`config.mk`:
```
export PLATFORM = sky130hd
export DESIGN_NAME = row_argmin_luma_or_hue_smoothness_flat
export DESIGN_NICKNAME = d
export VERILOG_FILES = /design/src/rtl/core/rals_pkg.sv /design/src/rtl/core/rals_if.sv /design/src/rtl/core/row_argmin_luma_or_hue_smoothness.sv /design/src/flat_wrapper.sv
export SDC_FILE = /design/constraint.sdc
export NUM_CORES = 1
export LEC_CHECK = 0
export BUFFER_PORTS_ARGS = -buffer_cell sky130_fd_sc_hd__buf_2
export CAP_MARGIN = 20
export CORE_ASPECT_RATIO = 0.6
export CORE_MARGIN = 5
export CORE_UTILIZATION = 30
export CTS_CLUSTER_SIZE = 24
export DETAILED_ROUTE_END_ITERATION = 6
export PLACE_DENSITY_LB_ADDON = 0.2
export SKIP_LAST_GASP = 1
export SLEW_MARGIN = 15
export SYNTH_ARGS = -nofsm -noshare
export SYNTH_HDL_FRONTEND = slang
export SYNTH_SLANG_ARGS = --single-unit
```
`constraint.sdc`:
```
create_clock -name clock -period 25.8 [get_ports clock]
set_input_delay 0 -clock clock [delete_from_list [all_inputs] [get_ports clock]]
set_output_delay 0 -clock clock [all_outputs]
set_load 0.03 [all_outputs]
```
`src/rtl/core/rals_pkg.sv`:
```
`timescale 1ns / 1ps
// ----------------------------------------------------------------------------
// rals_pkg: shared types and constants for the row argmin selector
// Field widths, hue range and mode codes used by the interfaces, the
// selector core and its checker.
// ----------------------------------------------------------------------------
package rals_pkg;

   localparam int HUE_W  = 16;
   localparam int LUMA_W = 16;
   localparam int IDX_W  = 12;

   // 360 degrees in 1/128 degree units
   localparam logic [HUE_W-1:0] HUE_FULL = 16'd46080;

   localparam int MAX_ROW_DEFAULT = 4096;

   typedef enum logic {
      MODE_LUMA = 1'b0,
      MODE_HUE  = 1'b1
   } mode_type;

endpackage

```
`src/rtl/core/rals_if.sv`:
```
`timescale 1ns / 1ps
// ----------------------------------------------------------------------------
// rals_if: pixel and result channels of the row argmin selector
// Valid/ready channels; a transaction moves when valid and ready are high.
// ----------------------------------------------------------------------------
interface rals_req_if import rals_pkg::*; ();
   logic              valid;
   logic              ready;
   logic [HUE_W-1:0]  hue;
   logic [LUMA_W-1:0] luma;
   logic              row_end;

   modport source (output valid, output hue, output luma, output row_end, input ready);
   modport sink   (input valid, input hue, input luma, input row_end, output ready);
endinterface

interface rals_rsp_if import rals_pkg::*; ();
   logic             valid;
   logic             ready;
   logic [IDX_W-1:0] chosen_index;
   logic             row_too_short;

   modport source (output valid, output chosen_index, output row_too_short, input ready);
   modport sink   (input valid, input chosen_index, input row_too_short, output ready);
endinterface

```
`src/rtl/core/row_argmin_luma_or_hue_smoothness.sv`:
```
`timescale 1ns / 1ps
// ----------------------------------------------------------------------------
// row_argmin_luma_or_hue_smoothness: seam carving pixel selector
// Streams the pixels of a row and reports the interior pixel to remove.
// ----------------------------------------------------------------------------
// Takes one pixel per clock, left to right, unless a row end stalls; the
// pixel with row_end set closes the row and yields one transaction on rsp_ch.
// A pixel taken on req_ch is held in the input register and scored from
// there into the row state; a row end writes the result register. The
// sustained rate is one pixel per cycle while no row end waits, as the score
// and running compare are combinational. Interior pixels keep flowing while
// a result waits; only a row end stalls behind an unaccepted result. In mode
// 0 the interior pixel with the least luma wins; in mode 1 the one with the
// least sum of circular hue distances to both neighbours. Ties go left; the
// end pixels are never chosen. A row of fewer than three pixels reports
// index 0 with row_too_short set. Positions past MAX_ROW-1 saturate. Write
// select_mode through csr_we/csr_wdata only while no row is in progress.
module row_argmin_luma_or_hue_smoothness
   import rals_pkg::*;
#(
   parameter int MAX_ROW = MAX_ROW_DEFAULT
) (
   input  logic       clock,
   input  logic       reset,
   rals_req_if.sink   req_ch,
   rals_rsp_if.source rsp_ch,
   input  logic       csr_we,
   input  logic       csr_wdata
);

   localparam int               PosW    = $clog2(MAX_ROW);
   localparam logic [PosW-1:0]  PosLast = PosW'(MAX_ROW - 1);
   localparam logic [PosW-1:0]  PosTwo  = PosW'(2);
   localparam logic [PosW-1:0]  PosOne  = PosW'(1);

   function automatic logic [HUE_W-1:0] hue_dist(input logic [HUE_W-1:0] a,
                                                 input logic [HUE_W-1:0] b);
      logic [HUE_W-1:0] d;
      logic [HUE_W-1:0] around;
      d      = (a > b) ? a - b : b - a;
      around = HUE_FULL - d;
      return (around < d) ? around : d;
   endfunction

   // input register
   logic              s1_valid_ff, s1_valid_in;
   logic [HUE_W-1:0]  s1_hue_ff;
   logic [LUMA_W-1:0] s1_luma_ff;
   logic              s1_end_ff;

   // row state
   mode_type          mode_ff;
   logic [PosW-1:0]   pos_ff, pos_in;
   logic [HUE_W-1:0]  hue_prev_ff, hue_prev_in;
   logic [LUMA_W-1:0] luma_prev_ff, luma_prev_in;
   logic [HUE_W-1:0]  dist_prev_ff, dist_prev_in;
   logic [15:0]       best_score_ff, best_score_in;
   logic [PosW-1:0]   best_pos_ff, best_pos_in;

   // result register
   logic              rsp_valid_ff, rsp_valid_in;
   logic [IDX_W-1:0]  rsp_index_ff, rsp_index_in;
   logic              rsp_short_ff, rsp_short_in;

   logic              out_free;
   logic              s1_fire;
   logic              s1_take;
   logic [HUE_W-1:0]  hue_wrap;
   logic [HUE_W-1:0]  dist_cur;
   logic [HUE_W:0]    hue_sum;
   logic [15:0]       score;
   logic              cand;
   logic              take_best;
   logic [PosW-1:0]   best_pos_new;

   assign out_free = !rsp_valid_ff || rsp_ch.ready;
   // only a row end needs room in the result register
   assign s1_fire  = s1_valid_ff && (!s1_end_ff || out_free);
   assign s1_take  = !s1_valid_ff || s1_fire;

   assign req_ch.ready          = s1_take;
   assign rsp_ch.valid          = rsp_valid_ff;
   assign rsp_ch.chosen_index   = rsp_index_ff;
   assign rsp_ch.row_too_short  = rsp_short_ff;

   always_comb begin
      hue_wrap  = (s1_hue_ff >= HUE_FULL) ? s1_hue_ff - HUE_FULL : s1_hue_ff;
      dist_cur  = hue_dist(hue_prev_ff, hue_wrap);
      hue_sum   = {1'b0, dist_prev_ff} + {1'b0, dist_cur};
      score     = (mode_ff == MODE_LUMA) ? luma_prev_ff : hue_sum[15:0];
      cand      = (pos_ff >= PosTwo);
      take_best = cand && ((best_pos_ff == '0) || (score < best_score_ff));
      best_pos_new = take_best ? pos_ff - PosOne : best_pos_ff;
   end

   always_comb begin
      s1_valid_in   = s1_take ? req_ch.valid : s1_valid_ff;
      pos_in        = pos_ff;
      hue_prev_in   = hue_prev_ff;
      luma_prev_in  = luma_prev_ff;
      dist_prev_in  = dist_prev_ff;
      best_score_in = best_score_ff;
      best_pos_in   = best_pos_ff;
      rsp_valid_in  = rsp_ch.ready ? 1'b0 : rsp_valid_ff;
      rsp_index_in  = rsp_index_ff;
      rsp_short_in  = rsp_short_ff;
      if (s1_fire) begin
         if (s1_end_ff) begin
            // close the row and clear its history
            rsp_valid_in  = 1'b1;
            rsp_short_in  = !cand;
            rsp_index_in  = cand ? IDX_W'(best_pos_new) : '0;
            pos_in        = '0;
            hue_prev_in   = '0;
            luma_prev_in  = '0;
            dist_prev_in  = '0;
            best_score_in = '1;
            best_pos_in   = '0;
         end else begin
            if (take_best) begin
               best_score_in = score;
               best_pos_in   = best_pos_new;
            end
            hue_prev_in  = hue_wrap;
            luma_prev_in = s1_luma_ff;
            dist_prev_in = dist_cur;
            if (pos_ff < PosLast) begin
               pos_in = pos_ff + PosOne;
            end
         end
      end
   end

   always_ff @(posedge clock) begin
      if (reset) begin
         s1_valid_ff   <= 1'b0;
         mode_ff       <= MODE_LUMA;
         pos_ff        <= '0;
         hue_prev_ff   <= '0;
         luma_prev_ff  <= '0;
         dist_prev_ff  <= '0;
         best_score_ff <= '1;
         best_pos_ff   <= '0;
         rsp_valid_ff  <= 1'b0;
      end else begin
         s1_valid_ff   <= s1_valid_in;
         if (csr_we) begin
            mode_ff <= mode_type'(csr_wdata);
         end
         pos_ff        <= pos_in;
         hue_prev_ff   <= hue_prev_in;
         luma_prev_ff  <= luma_prev_in;
         dist_prev_ff  <= dist_prev_in;
         best_score_ff <= best_score_in;
         best_pos_ff   <= best_pos_in;
         rsp_valid_ff  <= rsp_valid_in;
      end
   end

   // payload registers
   always_ff @(posedge clock) begin
      if (s1_take) begin
         s1_hue_ff  <= req_ch.hue;
         s1_luma_ff <= req_ch.luma;
         s1_end_ff  <= req_ch.row_end;
      end
      rsp_index_ff <= rsp_index_in;
      rsp_short_ff <= rsp_short_in;
   end

endmodule

```
`src/flat_wrapper.sv`:
```
// flat-port wrapper written by rule: the top's interface ports become plain ports
module row_argmin_luma_or_hue_smoothness_flat import rals_pkg::*;
#(
   parameter int MAX_ROW = MAX_ROW_DEFAULT
)
  (clock, reset, csr_we, csr_wdata, req_ch_valid, req_ch_hue, req_ch_luma, req_ch_row_end, req_ch_ready, rsp_ch_valid, rsp_ch_chosen_index, rsp_ch_row_too_short, rsp_ch_ready);
  rals_req_if req_ch_i ();
  rals_rsp_if rsp_ch_i ();
  input  logic clock;
  input  logic reset;
  input  logic csr_we;
  input  logic csr_wdata;
  input wire logic [$bits(req_ch_i.valid)-1:0] req_ch_valid;
  input wire logic [$bits(req_ch_i.hue)-1:0] req_ch_hue;
  input wire logic [$bits(req_ch_i.luma)-1:0] req_ch_luma;
  input wire logic [$bits(req_ch_i.row_end)-1:0] req_ch_row_end;
  output wire logic [$bits(req_ch_i.ready)-1:0] req_ch_ready;
  output wire logic [$bits(rsp_ch_i.valid)-1:0] rsp_ch_valid;
  output wire logic [$bits(rsp_ch_i.chosen_index)-1:0] rsp_ch_chosen_index;
  output wire logic [$bits(rsp_ch_i.row_too_short)-1:0] rsp_ch_row_too_short;
  input wire logic [$bits(rsp_ch_i.ready)-1:0] rsp_ch_ready;
  assign req_ch_i.valid = req_ch_valid;
  assign req_ch_i.hue = req_ch_hue;
  assign req_ch_i.luma = req_ch_luma;
  assign req_ch_i.row_end = req_ch_row_end;
  assign req_ch_ready = req_ch_i.ready;
  assign rsp_ch_valid = rsp_ch_i.valid;
  assign rsp_ch_chosen_index = rsp_ch_i.chosen_index;
  assign rsp_ch_row_too_short = rsp_ch_i.row_too_short;
  assign rsp_ch_i.ready = rsp_ch_ready;
  row_argmin_luma_or_hue_smoothness #(.MAX_ROW(MAX_ROW)) u_core (.clock(clock), .reset(reset), .req_ch(req_ch_i), .rsp_ch(rsp_ch_i), .csr_we(csr_we), .csr_wdata(csr_wdata));
endmodule
```
### Word-level counts from Yosys, hierarchy flattened

Cells that the tools add are included.

| word-level totals | value |
|---|---|
| register bits | 137 |
| bits of input ports | 39 |
| logic and storage cells | 60 |

| operators by class | value |
|---|---|
| $add $sub $neg | 7 |
| magnitude comparators | 6 |
| mux-type cells | 17 |
| reductions and logical operators | 16 |

Operators with widths:

| cell | count |
|---|---|
| $mux 16 | 9 |
| $mux 12 | 5 |
| $lt 16x16->1 | 2 |
| $sub 16x16->16 | 2 |
| $add 16x16->16 | 1 |
| $ge 16x16->1 const B | 1 |
| $gt 16x16->1 | 1 |
| $sub 16x16->16 const A | 1 |
| $sub 16x16->16 const B | 1 |
| $add 12x1->12 const B | 1 |
| $ge 12x2->1 const B | 1 |
| $logic_not 12->1 | 1 |
| $lt 12x12->1 const B | 1 |
| $sub 12x1->12 const B | 1 |
| $reduce_and 2->1 | 3 |
| $logic_not 1->1 | 4 |
| $logic_or 1x1->1 | 4 |
| $reduce_bool 2->1 | 2 |
| $mux 1 | 3 |
| $logic_and 1x1->1 | 2 |

### Logic depth before layout (Yosys ltp)

Gate-level depths: netlist of run 1.

| depth | value |
|---|---|
| depth after elaboration | 15 |
| gate-level depth with buffers | 54 |
| depth with buffers taken out | 53 |

### Worst setup path before layout of run 1

No wires, ideal clock.

| timing | value |
|---|---|
| path kind | reg2reg |
| start point | register u_core.s1_hue_ff[3] |
| end point | register u_core.rsp_index_ff[10], in the netlist u_core.rsp_ch.chosen_index[10], data pin |
| library setup time | 266 ps |
| data arrival time | 9710 ps |
| data required time | 25534 ps |
| setup slack | 15824 ps |
| cell stages (with the launch flop) | 48 |
| buffers on the path | 2 |
| clock period less this slack | 9976 ps |
| path through | edfxtp_1 -> nor3_1 -> nand4_1 -> nor3_1 -> o31a_1 -> o211a_1 -> xor2_1 -> ha_1 -> buf_2 -> nand4_2 -> a211oi_2 -> nand2_1 -> a21oi_4 -> mux2i_1 -> xor2_1 -> and4_1 -> nor2b_1 -> nor2_1 -> (+12 left out) -> o21ai_0 -> a21o_1 -> a21o_1 -> a211oi_1 -> o21a_1 -> nor3_1 -> and4_1 -> a2111oi_0 -> xnor2_1 -> a21oi_1 -> ha_1 -> nand4_1 -> or2_2 -> o21bai_1 -> a21oi_1 -> clkbuf_1 -> mux2i_1 -> nor2_1 |

| between the ends | value |
|---|---|
| longest elaborated chain between the ends | 13 |

Ends and longest elaborated chain:

| element | line | RTL |
|---|---|---|
| start, declared | row_argmin_luma_or_hue_smoothness.sv:47 | `logic [HUE_W-1:0] s1_hue_ff;` |
| start signal, assigned | row_argmin_luma_or_hue_smoothness.sv:163 | `s1_hue_ff <= req_ch.hue;` |
| $sub 16x16->16 / $ge 16x16->1 (equally long branches) | row_argmin_luma_or_hue_smoothness.sv:87 | `hue_wrap = (s1_hue_ff >= HUE_FULL) ? s1_hue_ff - HUE_FULL : s1_hue_ff;` |
| $mux 16 (*) | row_argmin_luma_or_hue_smoothness.sv:87 |  |
| $sub 16x16->16 / $gt 16x16->1 (equally long branches) | row_argmin_luma_or_hue_smoothness.sv:40 | `d = (a > b) ? a - b : b - a;` |
| $mux 16 (*) | row_argmin_luma_or_hue_smoothness.sv:40 |  |
| $sub 16x16->16 | row_argmin_luma_or_hue_smoothness.sv:41 | `around = HUE_FULL - d;` |
| $lt 16x16->1 | row_argmin_luma_or_hue_smoothness.sv:42 | `return (around < d) ? around : d;` |
| $mux 16 (*) | row_argmin_luma_or_hue_smoothness.sv:42 |  |
| $add 16x16->16 (*) | row_argmin_luma_or_hue_smoothness.sv:89 | `hue_sum = {1'b0, dist_prev_ff} + {1'b0, dist_cur};` |
| $mux 16 (*) | row_argmin_luma_or_hue_smoothness.sv:90 | `score = (mode_ff == MODE_LUMA) ? luma_prev_ff : hue_sum[15:0];` |
| $lt 16x16->1 (*) | row_argmin_luma_or_hue_smoothness.sv:92 | `take_best = cand && ((best_pos_ff == '0) \|\| (score < best_score_ff));` |
| $logic_or 1x1->1 (*) | row_argmin_luma_or_hue_smoothness.sv:92 |  |
| $logic_and 1x1->1 (*) | row_argmin_luma_or_hue_smoothness.sv:92 |  |
| $mux 12 (*) | row_argmin_luma_or_hue_smoothness.sv:93 | `best_pos_new = take_best ? pos_ff - PosOne : best_pos_ff;` |
| end signal, assigned | row_argmin_luma_or_hue_smoothness.sv:167 | `rsp_index_ff <= rsp_index_in;` |
| end, declared | row_argmin_luma_or_hue_smoothness.sv:62 | `logic [IDX_W-1:0] rsp_index_ff, rsp_index_in;` |

Mark *: on every way between the ends. The rest lies on a longest branch, timed or not.
A chain may end at the register's enable or synchronous reset.

### Worst setup path in the final report of run 1

| timing | value |
|---|---|
| start point | register u_core.s1_hue_ff[1] |
| end point | register u_core.best_pos_ff[1] |

| between the ends | value |
|---|---|
| longest elaborated chain between the ends | 15 |

Ends and longest elaborated chain:

| element | line | RTL |
|---|---|---|
| $sub 16x16->16 / $ge 16x16->1 (equally long branches) | row_argmin_luma_or_hue_smoothness.sv:87 |  |
| $mux 16 (*) | row_argmin_luma_or_hue_smoothness.sv:87 |  |
| $sub 16x16->16 / $gt 16x16->1 (equally long branches) | row_argmin_luma_or_hue_smoothness.sv:40 |  |
| $mux 16 (*) | row_argmin_luma_or_hue_smoothness.sv:40 |  |
| $sub 16x16->16 | row_argmin_luma_or_hue_smoothness.sv:41 |  |
| $lt 16x16->1 | row_argmin_luma_or_hue_smoothness.sv:42 |  |
| $mux 16 (*) | row_argmin_luma_or_hue_smoothness.sv:42 |  |
| $add 16x16->16 (*) | row_argmin_luma_or_hue_smoothness.sv:89 |  |
| $mux 16 (*) | row_argmin_luma_or_hue_smoothness.sv:90 |  |
| $lt 16x16->1 (*) | row_argmin_luma_or_hue_smoothness.sv:92 |  |
| $logic_or 1x1->1 (*) | row_argmin_luma_or_hue_smoothness.sv:92 |  |
| $logic_and 1x1->1 (*) | row_argmin_luma_or_hue_smoothness.sv:92 |  |
| $mux 12 | row_argmin_luma_or_hue_smoothness.sv:93 |  |
| $mux 12 | row_argmin_luma_or_hue_smoothness.sv:120 | `if (take_best) begin` |
| $mux 12 | row_argmin_luma_or_hue_smoothness.sv:108 | `if (s1_end_ff) begin` |
| end signal, assigned | row_argmin_luma_or_hue_smoothness.sv:155 | `best_pos_ff <= best_pos_in;` |
| end, declared | row_argmin_luma_or_hue_smoothness.sv:58 | `logic [PosW-1:0] best_pos_ff, best_pos_in;` |

Mark *: on every way between the ends. The rest lies on a longest branch, timed or not. The select of a mux whose other input is x is not followed.

==> run_results.csv, run 1 <==
group,metric,value,unit
run_status,status,"complete, no violations",
logic_synthesis,synth-seq-area-share,35.8,%
job,cap_violations,0,
worst_hold_path,min_to,"u_core.best_pos_ff[6]$_SDFFE_PP0P_",
floorplanning,core,29700,um^2
floorplanning,fp.dieArea,33500,um^2
timing,whs,208,ps
logic_synthesis,synth_nets,1122,
route,routed_wirelength,24800,um
global_routing,grt_start_max_net_pins,58,
route,vias_per_cell,4.96,
cts,clkLatencyLatePin,430,ps
cts,cts_tree,"yes",
finish,antennaDiodeCount,0,
logic_synthesis,synth.distinct_cells,81,
finish,drive_gt1_share,11.9,%
timing,hold_violations,0,
route,vias,7425,
logic_synthesis,synth_edf_count,46,
worst_setup_path,slowest_stage,"or4b_2",
route,first_pass_iters,5,
finish,areaGrowthSynthToFinish,18.2,%
floorplanning,row_count,49,
timing,finalSetupViolations,0,
timing,relSlewSlack,38.4,%
worst_setup_path,cp_data_arrival_time,12860,ps
logic_synthesis,yosys_register_bits,137,
finish,fillers,3055,
route,wire_per_inst,16.6,um
timing,drv_slew,0,
worst_setup_path,rr_worst_depth,50,
logic_synthesis,synth_area_per_cell,8.92,um^2
logic_synthesis,synth_area_leader_cell,"dfxtp_1",
global_routing,grt_pass1_wl,39700,um
placement,place_ws,13540,ps
worst_setup_path,crit_type,"reg2reg",
global_routing,grt_usage,15.1,%
floorplanning,die_x,233,um
floorplanning,die_h,144,um
worst_setup_path,required,26160,ps
power_and_ir_drop,ir_worst_vdd,0.0506,mV
worst_setup_path,crit_path_frequent_cell,"nor2_1",
timing,worst_slew_pin_slew,923,ps
cts,cts_sinks,137,
cts,clk_path_buf_depth,2,
placement,numPlacedInstances,1426,
cts,numCtsBuffers,17,
finish,fin_util,35.7,%
placement,place_hpwl,18400,um
power_and_ir_drop,p_leak,4.36,nW
worst_setup_path,r2r_start,"u_core.s1_hue_ff[1]$_DFFE_PP_",
logic_synthesis,postSynthCellCount,1004,
cts,htreeDepth,4,
worst_hold_path,hold-path-cell-count,3,
logic_synthesis,async_reset_ff_share,0,%
floorplanning,start_util,30.2,%
timing,max_freq,80.0,MHz
logic_synthesis,synth_top_area_share,20.3,%
global_routing,grt_pass1_vias,7011,
global_routing,grt-ovfl-total,0,
logic_synthesis,synth_commonest_cells,"nand2_1 (95), nor2_1 (94), dfxtp_1 (91)",
cts,cts_setup_buffers,0,
worst_setup_path,reg2reg_slack,13300,ps
timing,fin_crit,12500,ps
timing,tns,0,ps
route,drc_errors,0,
timing,fin_ws,13300,ps
worst_setup_path,slowest_delay,890,ps
worst_setup_path,cp-start-kind,"flop",
timing,rsz0062_at_grt,"false",
logic_synthesis,netlist_top_cells_area,"dfxtp_1 (20%), edfxtp_1 (15%), ha_1 (11%)",
floorplanning,ioPinCount,54,
worst_hold_path,worstHoldStart,"reset",
route,drtIter0Drc,544,
cts,clkTransAtPathRegs,60,ps
logic_synthesis,synth_most_common_cell,"nand2_1",
finish,nNetsFinal,1193,
cts,clk_root_buffer_cell,"clkbuf_16",
global_routing,antenna_found_initial,0,
worst_setup_path,reg2reg_to,"u_core.best_pos_ff[1]$_SDFFE_PP0P_",
logic_synthesis,ys.warnings.count,0,
worst_setup_path,worstSetupEndpointType,"flop",
worst_hold_path,hp-class,"in2reg",
finish,final_cell_count_no_fill,1496,
timing,period_share,48.4,%
logic_synthesis,synthFlopType,"dfxtp_1",
worst_setup_path,path_max_fanout,20,
power_and_ir_drop,powerDensity,70.3,nW/um^2
timing,clock_skew,12.2,ps
logic_synthesis,syn_area,8960,um^2
placement,globalplace.congestion,0.886,
placement,port_buffers,53,
route,ant_nets,0,
[cell families (layout without fill, tap and decap cells)]
kind of cell | Yosys count | in the layout | share of synthesized area (%)
AND/OR/NAND/NOR | 323 | 323 | 18.1
AO/OA/AOI/OAI | 248 | 248 | 18.9
flip-flops | 137 | 137 | 35.8
buffers and inverters | 122 | 206 | 5.60
adder cells (fa/ha/maj) | 79 | 79 | 11.3
XOR/XNOR | 53 | 53 | 5.39
multiplexers | 42 | 42 | 4.97
[through the flow]
| step | instance area [um^2] | total power, W |
|---|---|---|
| 2_1_floorplan | 8960 | 0.000420 |
| 4_1_cts | 10600 | 0.000749 |
| 5_1_grt | 10600 | 0.000789 |
| 3_3_place_gp | 9580 | 0.000477 |
| 3_5_place_dp | 9590 | 0.000475 |
| 6_report | 10600 | 0.000745 |
[routing by layer]
layer	up-vias	part of all wire (%)	wire length (um)	GRT usage (%)
met5	-	0	0	0
met4	0	1.3	321	3.85
met3	18	4.8	1200	3.14
met2	152	35	8770	18.7
met1	3523	59	14500	25.3
li1	3732	-	-	-
[placed cells by master (no fill, tap or decap), types with 4 or more instances in the layout]
| cell type | instances |
|---|---|
| a31oi_1 | 7 |
| buf_2 | 53 |
| nand3b_1 | 19 |
| buf_4 | 10 |
| dfxtp_1 | 91 |
| xor2_1 | 22 |
| mux2i_1 | 30 |
| a22o_1 | 9 |
| inv_1 | 72 |
| and3_1 | 8 |
| nand2_1 | 95 |
| nor2_1 | 94 |
| o211ai_1 | 18 |
| nor2b_1 | 10 |
| a22oi_1 | 7 |
| nor3_1 | 20 |
| bufinv_16 | 4 |
| a21boi_0 | 7 |
| o21a_1 | 13 |
| nand2b_1 | 8 |
| ha_1 | 76 |
| nor4_1 | 6 |
| inv_6 | 4 |
| or3_1 | 11 |
| nand3_1 | 14 |
| clkbuf_16 | 17 |
| a32oi_1 | 14 |
| mux2_2 | 9 |
| xnor2_1 | 30 |
| edfxtp_1 | 46 |
| and2_1 | 7 |
| o21ai_0 | 31 |
| a211oi_1 | 7 |
| a21o_1 | 13 |
| nand4_1 | 9 |
| dlygate4sd3_1 | 37 |
| o21bai_1 | 5 |
| a21oi_1 | 82 |
[worst max-delay path by stage]
stage,startpoint,to,slack (ps),cells after the start
detailed placement,u_core.s1_hue_ff[1]$_DFFE_PP_,u_core.best_pos_ff[1]$_SDFFE_PP0P_,13540,50
global placement,u_core.s1_hue_ff[11]$_DFFE_PP_,u_core.best_pos_ff[8]$_SDFFE_PP0P_,13580,51
floorplan,u_core.s1_hue_ff[3]$_DFFE_PP_,u_core.rsp_ch.chosen_index[10]$_SDFFCE_PP0P_,15820,47
CTS,u_core.s1_hue_ff[1]$_DFFE_PP_,u_core.best_pos_ff[2]$_SDFFE_PP0P_,13500,50
finish,u_core.s1_hue_ff[1]$_DFFE_PP_,u_core.best_pos_ff[1]$_SDFFE_PP0P_,13300,50
global route,u_core.s1_hue_ff[1]$_DFFE_PP_,u_core.best_pos_ff[8]$_SDFFE_PP0P_,12260,50
[worst max-delay path: cells and delay by family (launching register included)]
| kind | cells | cell delay, ps |
|---|---|---|
| AOI/OAI and AO/OA | 22 | 5000 |
| and+or+nand+nor | 18 | 4020 |
| adders and majority gates | 4 | 1400 |
| xor gates and xnor gates | 2 | 930 |
| muxes | 2 | 490 |
| DFF | 1 | 460 |
| buffers and inverters | 2 | 120 |
[power breakdown]
group,internal (W),switching [W],total [W]
Combinational,0.0000973,0.000144,0.000241
Clock,0.000163,0.000104,0.000267
Sequential,0.000231,0.00000595,0.000237
Total,0.000491,0.000254,0.000745
[flip-flops by register name, indices dropped and copies added, names as in the netlist]
| register | count |
|---|---|
| u_core.dist_prev_ff | 16 |
| u_core.s1_luma_ff | 16 |
| u_core.rsp_ch.chosen_index | 12 |
| u_core.s1_end_ff | 1 |
| u_core.rsp_ch.row_too_short | 1 |
| u_core.best_pos_ff | 12 |
| u_core.rsp_ch.valid | 1 |
| u_core.luma_prev_ff | 16 |
| u_core.mode_ff | 1 |
| u_core.hue_prev_ff | 16 |
| u_core.best_score_ff | 16 |
| u_core.s1_hue_ff | 16 |
| u_core.pos_ff | 12 |
| u_core.s1_valid_ff | 1 |
[final cells by class]
type / count / area [um^2] / area share (%)
Sequential cell: 137 / 3200 / 30.2
Timing Repair Buffer: 101 / 714 / 6.75
Inverter: 73 / 274 / 2.59
Multi-Input combinational cell: 745 / 5260 / 49.7
Clock buffer: 19 / 433 / 4.09
Clock inverter: 13 / 191 / 1.81
Tap cell: 408 / 510 / 4.82
[repair_timing]
action	4_1_cts	5_1_grt
hold buffers	37	0
resized for setup	0	0
hold endpoints to repair	36	0
(Power assumes the default switching activity.)
==> run 2: changes to the inputs <==
==> constraint.sdc (replaced) <==
create_clock -name clock -period 11.5 [get_ports clock]
set_input_delay 0 -clock clock [delete_from_list [all_inputs] [get_ports clock]]
set_output_delay 0 -clock clock [all_outputs]
set_load 0.03 [all_outputs]
==> run 2 against run 1 <==
Via count about the same. Largest cell class unchanged. Non-clock buffer count up 15. Clock skew down 1.8 ps. Hold slack worse by 20 ps. Critical endpoint is now u_core.best_pos_ff[10]$_SDFFE_PP0P_. Highest routed layer unchanged. Clock power up 110%. Core utilization up 0.54 points. Register-to-register slack worse by 12000 ps. First-iteration DRC count down 27%.
==> run_results.csv, run 2 (synthesized netlist as in run 1, its figures left out) <==
group,metric,value,unit
timing,hold_violations,0,
job,cap_violations,0,
floorplanning,core,29700,um^2
cts,clk_path_buf_depth,2,
timing,worst_slew_pin_slew,1080,ps
global_routing,antenna_found_initial,0,
finish,antennaDiodeCount,0,
worst_setup_path,rr_worst_depth,48,
finish,areaGrowthSynthToFinish,20.0,%
floorplanning,ioPinCount,54,
timing,fin_ws,912,ps
cts,clkTransAtPathRegs,60,ps
placement,globalplace.congestion,0.904,
finish,final_common_cell,"nand2_1",
route,wl_met2,8610,um
worst_setup_path,cp-start-kind,"flop",
finish,fin_util,36.2,%
placement,place_ws,176,ps
run_status,status,"complete, no violations",
worst_setup_path,crit_type,"reg2reg",
worst_hold_path,hold-path-cell-count,3,
route,ant_nets,0,
power_and_ir_drop,powerDensity,154,nW/um^2
global_routing,grt_pass1_wl,39800,um
placement,place_hpwl,18700,um
route,routed_wirelength,25000,um
timing,relSlewSlack,27.8,%
cts,cts_tree,"yes",
floorplanning,start_util,30.2,%
finish,fillers,3048,
finish,drive_gt1_share,14.2,%
route,wire_per_inst,16.6,um
timing,drv_slew,0,
worst_hold_path,hp-class,"in2reg",
worst_setup_path,worstSetupEndpointType,"flop",
global_routing,grt_start_max_net_pins,58,
finish,layout_common_cells,"nand2_1 (95), nor2_1 (93), dfxtp_1 (91)",
power_and_ir_drop,p_leak,4.45,nW
global_routing,grt_usage,15.3,%
route,wl_met1,14500,um
placement,place_area,9690,um^2
worst_setup_path,cp_data_arrival_time,10890,ps
route,met3WireLength,1620,um
timing,clock_skew,10.4,ps
global_routing,grt_pass1_vias,6886,
timing,tns,0,ps
route,first_pass_iters,5,
finish,multi_input_area,5320,um^2
route,vias_per_cell,4.91,
power_and_ir_drop,ir_worst_vdd,0.125,mV
route,drtIter0Drc,395,
finish,nNetsFinal,1208,
floorplanning,fp.dieArea,33500,um^2
cts,cts_sinks,137,
route,highest_layer,"met4",
cts,htreeDepth,4,
worst_setup_path,required,11800,ps
timing,period_share,92.1,%
finish,final_cell_area,10800,um^2
route,vias,7424,
placement,port_buffers,53,
global_routing,grt-ovfl-total,0,
floorplanning,die_x,233,um
worst_setup_path,slowest_delay,750,ps
timing,fin_crit,10590,ps
finish,regArea,3200,um^2
timing,max_freq,94.4,MHz
worst_setup_path,path_max_fanout,13,
cts,clk_root_buffer_cell,"clkbuf_16",
timing,finalSetupViolations,0,
worst_setup_path,reg2reg_slack,910,ps
worst_setup_path,slowest_stage,"or4b_2",
floorplanning,die_h,144,um
cts,clkLatencyLatePin,440,ps
floorplanning,row_count,49,
cts,numCtsBuffers,17,
route,drc_errors,0,
## run 2: layout make-up
type | count | area share (%)
Clock inverter | 12 | 1.25
Inverter | 73 | 2.55
Multi-Input combinational cell | 745 | 49.5
Tap cell | 408 | 4.75
Sequential cell | 137 | 29.8
Clock buffer | 20 | 4.35
Timing Repair Buffer | 116 | 7.84
## run 2: worst paths after layout
path | from | end
hold / removal | reset | u_core.best_pos_ff[11]$_SDFFE_PP0P_
setup / recovery | u_core.s1_hue_ff[1]$_DFFE_PP_ | u_core.best_pos_ff[10]$_SDFFE_PP0P_
hold reg to reg | u_core.luma_prev_ff[13]$_SDFFE_PP0P_ | u_core.luma_prev_ff[13]$_SDFFE_PP0P_
setup reg to reg | u_core.s1_hue_ff[1]$_DFFE_PP_ | u_core.best_pos_ff[10]$_SDFFE_PP0P_
## run 2: power by group
group / total (W) / leakage [nW] / internal, W / switching [W]
clock network: 0.000567 / 0.301 / 0.000340 / 0.000227
logic: 0.000557 / 2.96 / 0.000236 / 0.000321
registers: 0.000533 / 1.20 / 0.000518 / 0.0000154
total: 0.00166 / 4.45 / 0.00109 / 0.000563
## run 2: timing repair
item / 4_1_cts / 5_1_grt
setup buffers: 0 / 5
resized for setup: 0 / 15
hold endpoints to repair: 36 / 0
hold buffers: 37 / 0
setup endpoints to repair: 0 / 40
## run 2: layer usage
metal | GRT usage [%] | vias to the layer above
met5 | 0 | -
met4 | 4.01 | 0
met3 | 4.11 | 23
met2 | 18.2 | 189
met1 | 25.5 | 3448
li1 | - | 3764
## run 2: worst max-delay path: cells and delay by family, from the launching register on
kind,cells,cell delay (ps)
AOI/OAI and AO/OA,19,3790
and+or+nand+nor,16,2990
adders and majority gates,4,1430
muxes,3,920
buffers and inverters,3,510
DFF,1,470
xor gates and xnor gates,3,350
## run 2: metrics by stage
stage	cells	total power (W)	hold WS, ps
6_report	1511	0.00166	188
5_1_grt	1511	0.00175	221
4_1_cts	1506	0.00166	179
3_5_place_dp	1437	0.00107	178
3_3_place_gp	1437	0.00108	177
2_1_floorplan	1004	0.000942	98.9
==> run 3: changes to the inputs <==
--- a/config.mk
+++ b/config.mk
@@ -5,6 +5,7 @@
 export SDC_FILE = /design/constraint.sdc
 export NUM_CORES = 1
 export LEC_CHECK = 0
+export ABC_AREA = 1
 export BUFFER_PORTS_ARGS = -buffer_cell sky130_fd_sc_hd__buf_2
 export CAP_MARGIN = 20
 export CORE_ASPECT_RATIO = 0.6
==> run 3 against run 2 <==
Clock skew is essentially flat. Register-to-register slack better by 200 ps. Design area increased by 5.1%. Clock-buffer cell count decreased by 2. Hold slack gained 53 ps. Core utilization decreased by 0.25 points. Via count grew 18%. Worst setup slack improved by 200 ps. Sequential power barely moved. Critical path type unchanged. Critical endpoint is now u_core.best_pos_ff[9]$_SDFFE_PP0P_. Largest cell class unchanged. Highest routed layer unchanged.
==> run_results.csv, run 3 <==
group,metric,value,unit
run_status,status,"complete, no violations",
logic_synthesis,synth_nets,1488,
worst_setup_path,crit_type,"reg2reg",
logic_synthesis,netlist_top_cells_area,"dfxtp_1 (19%), nand2_1 (16%), edfxtp_1 (14%)",
route,drtIter0Drc,643,
logic_synthesis,syn_area,9620,um^2
cts,htreeDepth,4,
logic_synthesis,synth_area_per_cell,7.02,um^2
placement,port_buffers,53,
finish,drive_gt1_share,11.4,%
placement,globalplace.congestion,0.911,
logic_synthesis,synth_area_leader_cell,"dfxtp_1",
worst_hold_path,hp-class,"in2reg",
timing,finalSetupViolations,0,
power_and_ir_drop,ir_worst_vdd,0.0874,mV
power_and_ir_drop,powerDensity,148,nW/um^2
floorplanning,die_h,149,um
cts,clk_path_buf_depth,2,
worst_setup_path,slowest_delay,460,ps
global_routing,grt-ovfl-total,0,
timing,relSlewSlack,45.9,%
logic_synthesis,synth-seq-area-share,33.3,%
finish,final_common_cell,"nand2_1",
floorplanning,ioPinCount,54,
logic_synthesis,postSynthCellCount,1370,
worst_setup_path,cp_data_arrival_time,10750,ps
worst_setup_path,crit_path_frequent_cell,"nand2_1",
logic_synthesis,synth_top_area_share,18.9,%
logic_synthesis,synth_edf_count,46,
placement,place_area,10300,um^2
cts,cts_sinks,137,
logic_synthesis,synth_commonest_cells,"nand2_1 (421), inv_1 (190), a21oi_1 (126)",
floorplanning,start_util,30.6,%
cts,clkLatencyLatePin,450,ps
route,ant_nets,0,
finish,final_cell_area,11300,um^2
route,routed_wirelength,26500,um
logic_synthesis,async_reset_ff_share,0,%
floorplanning,row_count,50,
cts,clk_root_buffer_cell,"clkbuf_16",
finish,fin_util,36.0,%
route,drc_errors,0,
timing,rsz0062_at_grt,"false",
worst_setup_path,cp-start-kind,"flop",
floorplanning,die_x,241,um
route,vias_per_cell,4.67,
worst_setup_path,slowest_stage,"edfxtp_1",
global_routing,grt_pass1_vias,8341,
global_routing,grt_pass1_wl,43800,um
cts,numCtsBuffers,17,
floorplanning,core,31400,um^2
placement,place_hpwl,20300,um
cts,cts_tree,"yes",
timing,worst_slew_pin_slew,812,ps
logic_synthesis,yosys_register_bits,137,
cts,clkTransAtPathRegs,70,ps
global_routing,grt_start_max_net_pins,66,
finish,layout_common_cells,"nand2_1 (420), inv_1 (190), a21oi_1 (126)",
timing,hold_violations,0,
global_routing,grt_usage,15.3,%
logic_synthesis,synth.distinct_cells,49,
finish,nNetsFinal,1567,
timing,clock_skew,9.92,ps
logic_synthesis,synthFlopType,"dfxtp_1",
power_and_ir_drop,p_leak,5.45,nW
timing,max_freq,96.3,MHz
job,cap_violations,0,
timing,drv_slew,0,
worst_setup_path,path_max_fanout,22,
logic_synthesis,ys.warnings.count,0,
route,first_pass_iters,5,
route,wire_per_inst,14.1,um
timing,fin_crit,10390,ps
finish,antennaDiodeCount,0,
timing,period_share,90.3,%
worst_setup_path,worstSetupEndpointType,"flop",
global_routing,antenna_found_initial,0,
finish,areaGrowthSynthToFinish,17.4,%
route,vias,8772,
timing,tns,0,ps
worst_setup_path,required,11870,ps
logic_synthesis,synth_most_common_cell,"nand2_1",
floorplanning,fp.dieArea,35900,um^2
==> run 3: cells by family after synthesis <==
logic type | share of synthesized area (%)
AOI/OAI and AO/OA | 11.1
adders and majority gates | 10.5
DFF | 33.3
and+or+nand+nor | 32.6
xor gates and xnor gates | 2.91
buffers and inverters | 9.58
==> run 3: layout make-up <==
class	instances	area (um^2)
clock buffers	18	429
flip-flops and latches	137	3200
repair buffers	98	716
fillers	3352	20100
inverters	196	741
clock inverters	14	163
multi-input cells	999	5530
well taps	416	520
==> run 3: path summary, 6_finish.rpt <==
kind / start / to / slack [ps] / cells past startpoint
hold reg to reg: u_core.best_score_ff[8]$_SDFFE_PP1P_ / u_core.best_score_ff[8]$_SDFFE_PP1P_ / 460 / 2
hold / removal: reset / u_core.mode_ff$_SDFFE_PP0P_ / 240 / 3
setup / recovery: u_core.s1_hue_ff[1]$_DFFE_PP_ / u_core.best_pos_ff[9]$_SDFFE_PP0P_ / 1110 / 59
setup reg to reg: u_core.s1_hue_ff[1]$_DFFE_PP_ / u_core.best_pos_ff[9]$_SDFFE_PP0P_ / 1110 / 59
==> run 3: stage by stage <==
step	hold WS [ps]	cells	setup slack [ps]	total power [W]
2_1_floorplan	98.9	1370	3270	0.000990
6_report	241	1878	1110	0.00168
5_1_grt	250	1878	5.79	0.00180
3_5_place_dp	178	1808	936	0.00111
4_1_cts	221	1877	857	0.00169
3_3_place_gp	176	1808	1280	0.00111
==> run 3: critical path: cells and delay by family (launching register included) <==
family                   cells  cell delay (ps)
AO/OA/AOI/OAI                7             1480
XOR/XNOR                     3              640
adder cells (fa/ha/maj)      5             1390
buffers and inverters        8             1050
flip-flops                   1              460
AND/OR/NAND/NOR             36             5210
==> run 3: repair_timing <==
item,4_1_cts,5_1_grt
hold buffers,37,0
endpoints found under the hold margin,36,0
buffers inserted,0,0
setup endpoints to repair,0,18
resized for setup,0,2
==> run 3: report_power, final <==
part	switching [W]	total [W]	internal [W]
logic	0.000381	0.000583	0.000203
clock network	0.000235	0.000559	0.000324
registers	0.0000133	0.000533	0.000520
==> run 3: routing by layer <==
metal	up-vias	share of wire [%]	track usage, %
met1	3971	57	25.1
met3	16	6.3	3.47
met4	0	1.1	3.55
met2	204	35	19.5
li1	4581	-	-
met5	-	0	0
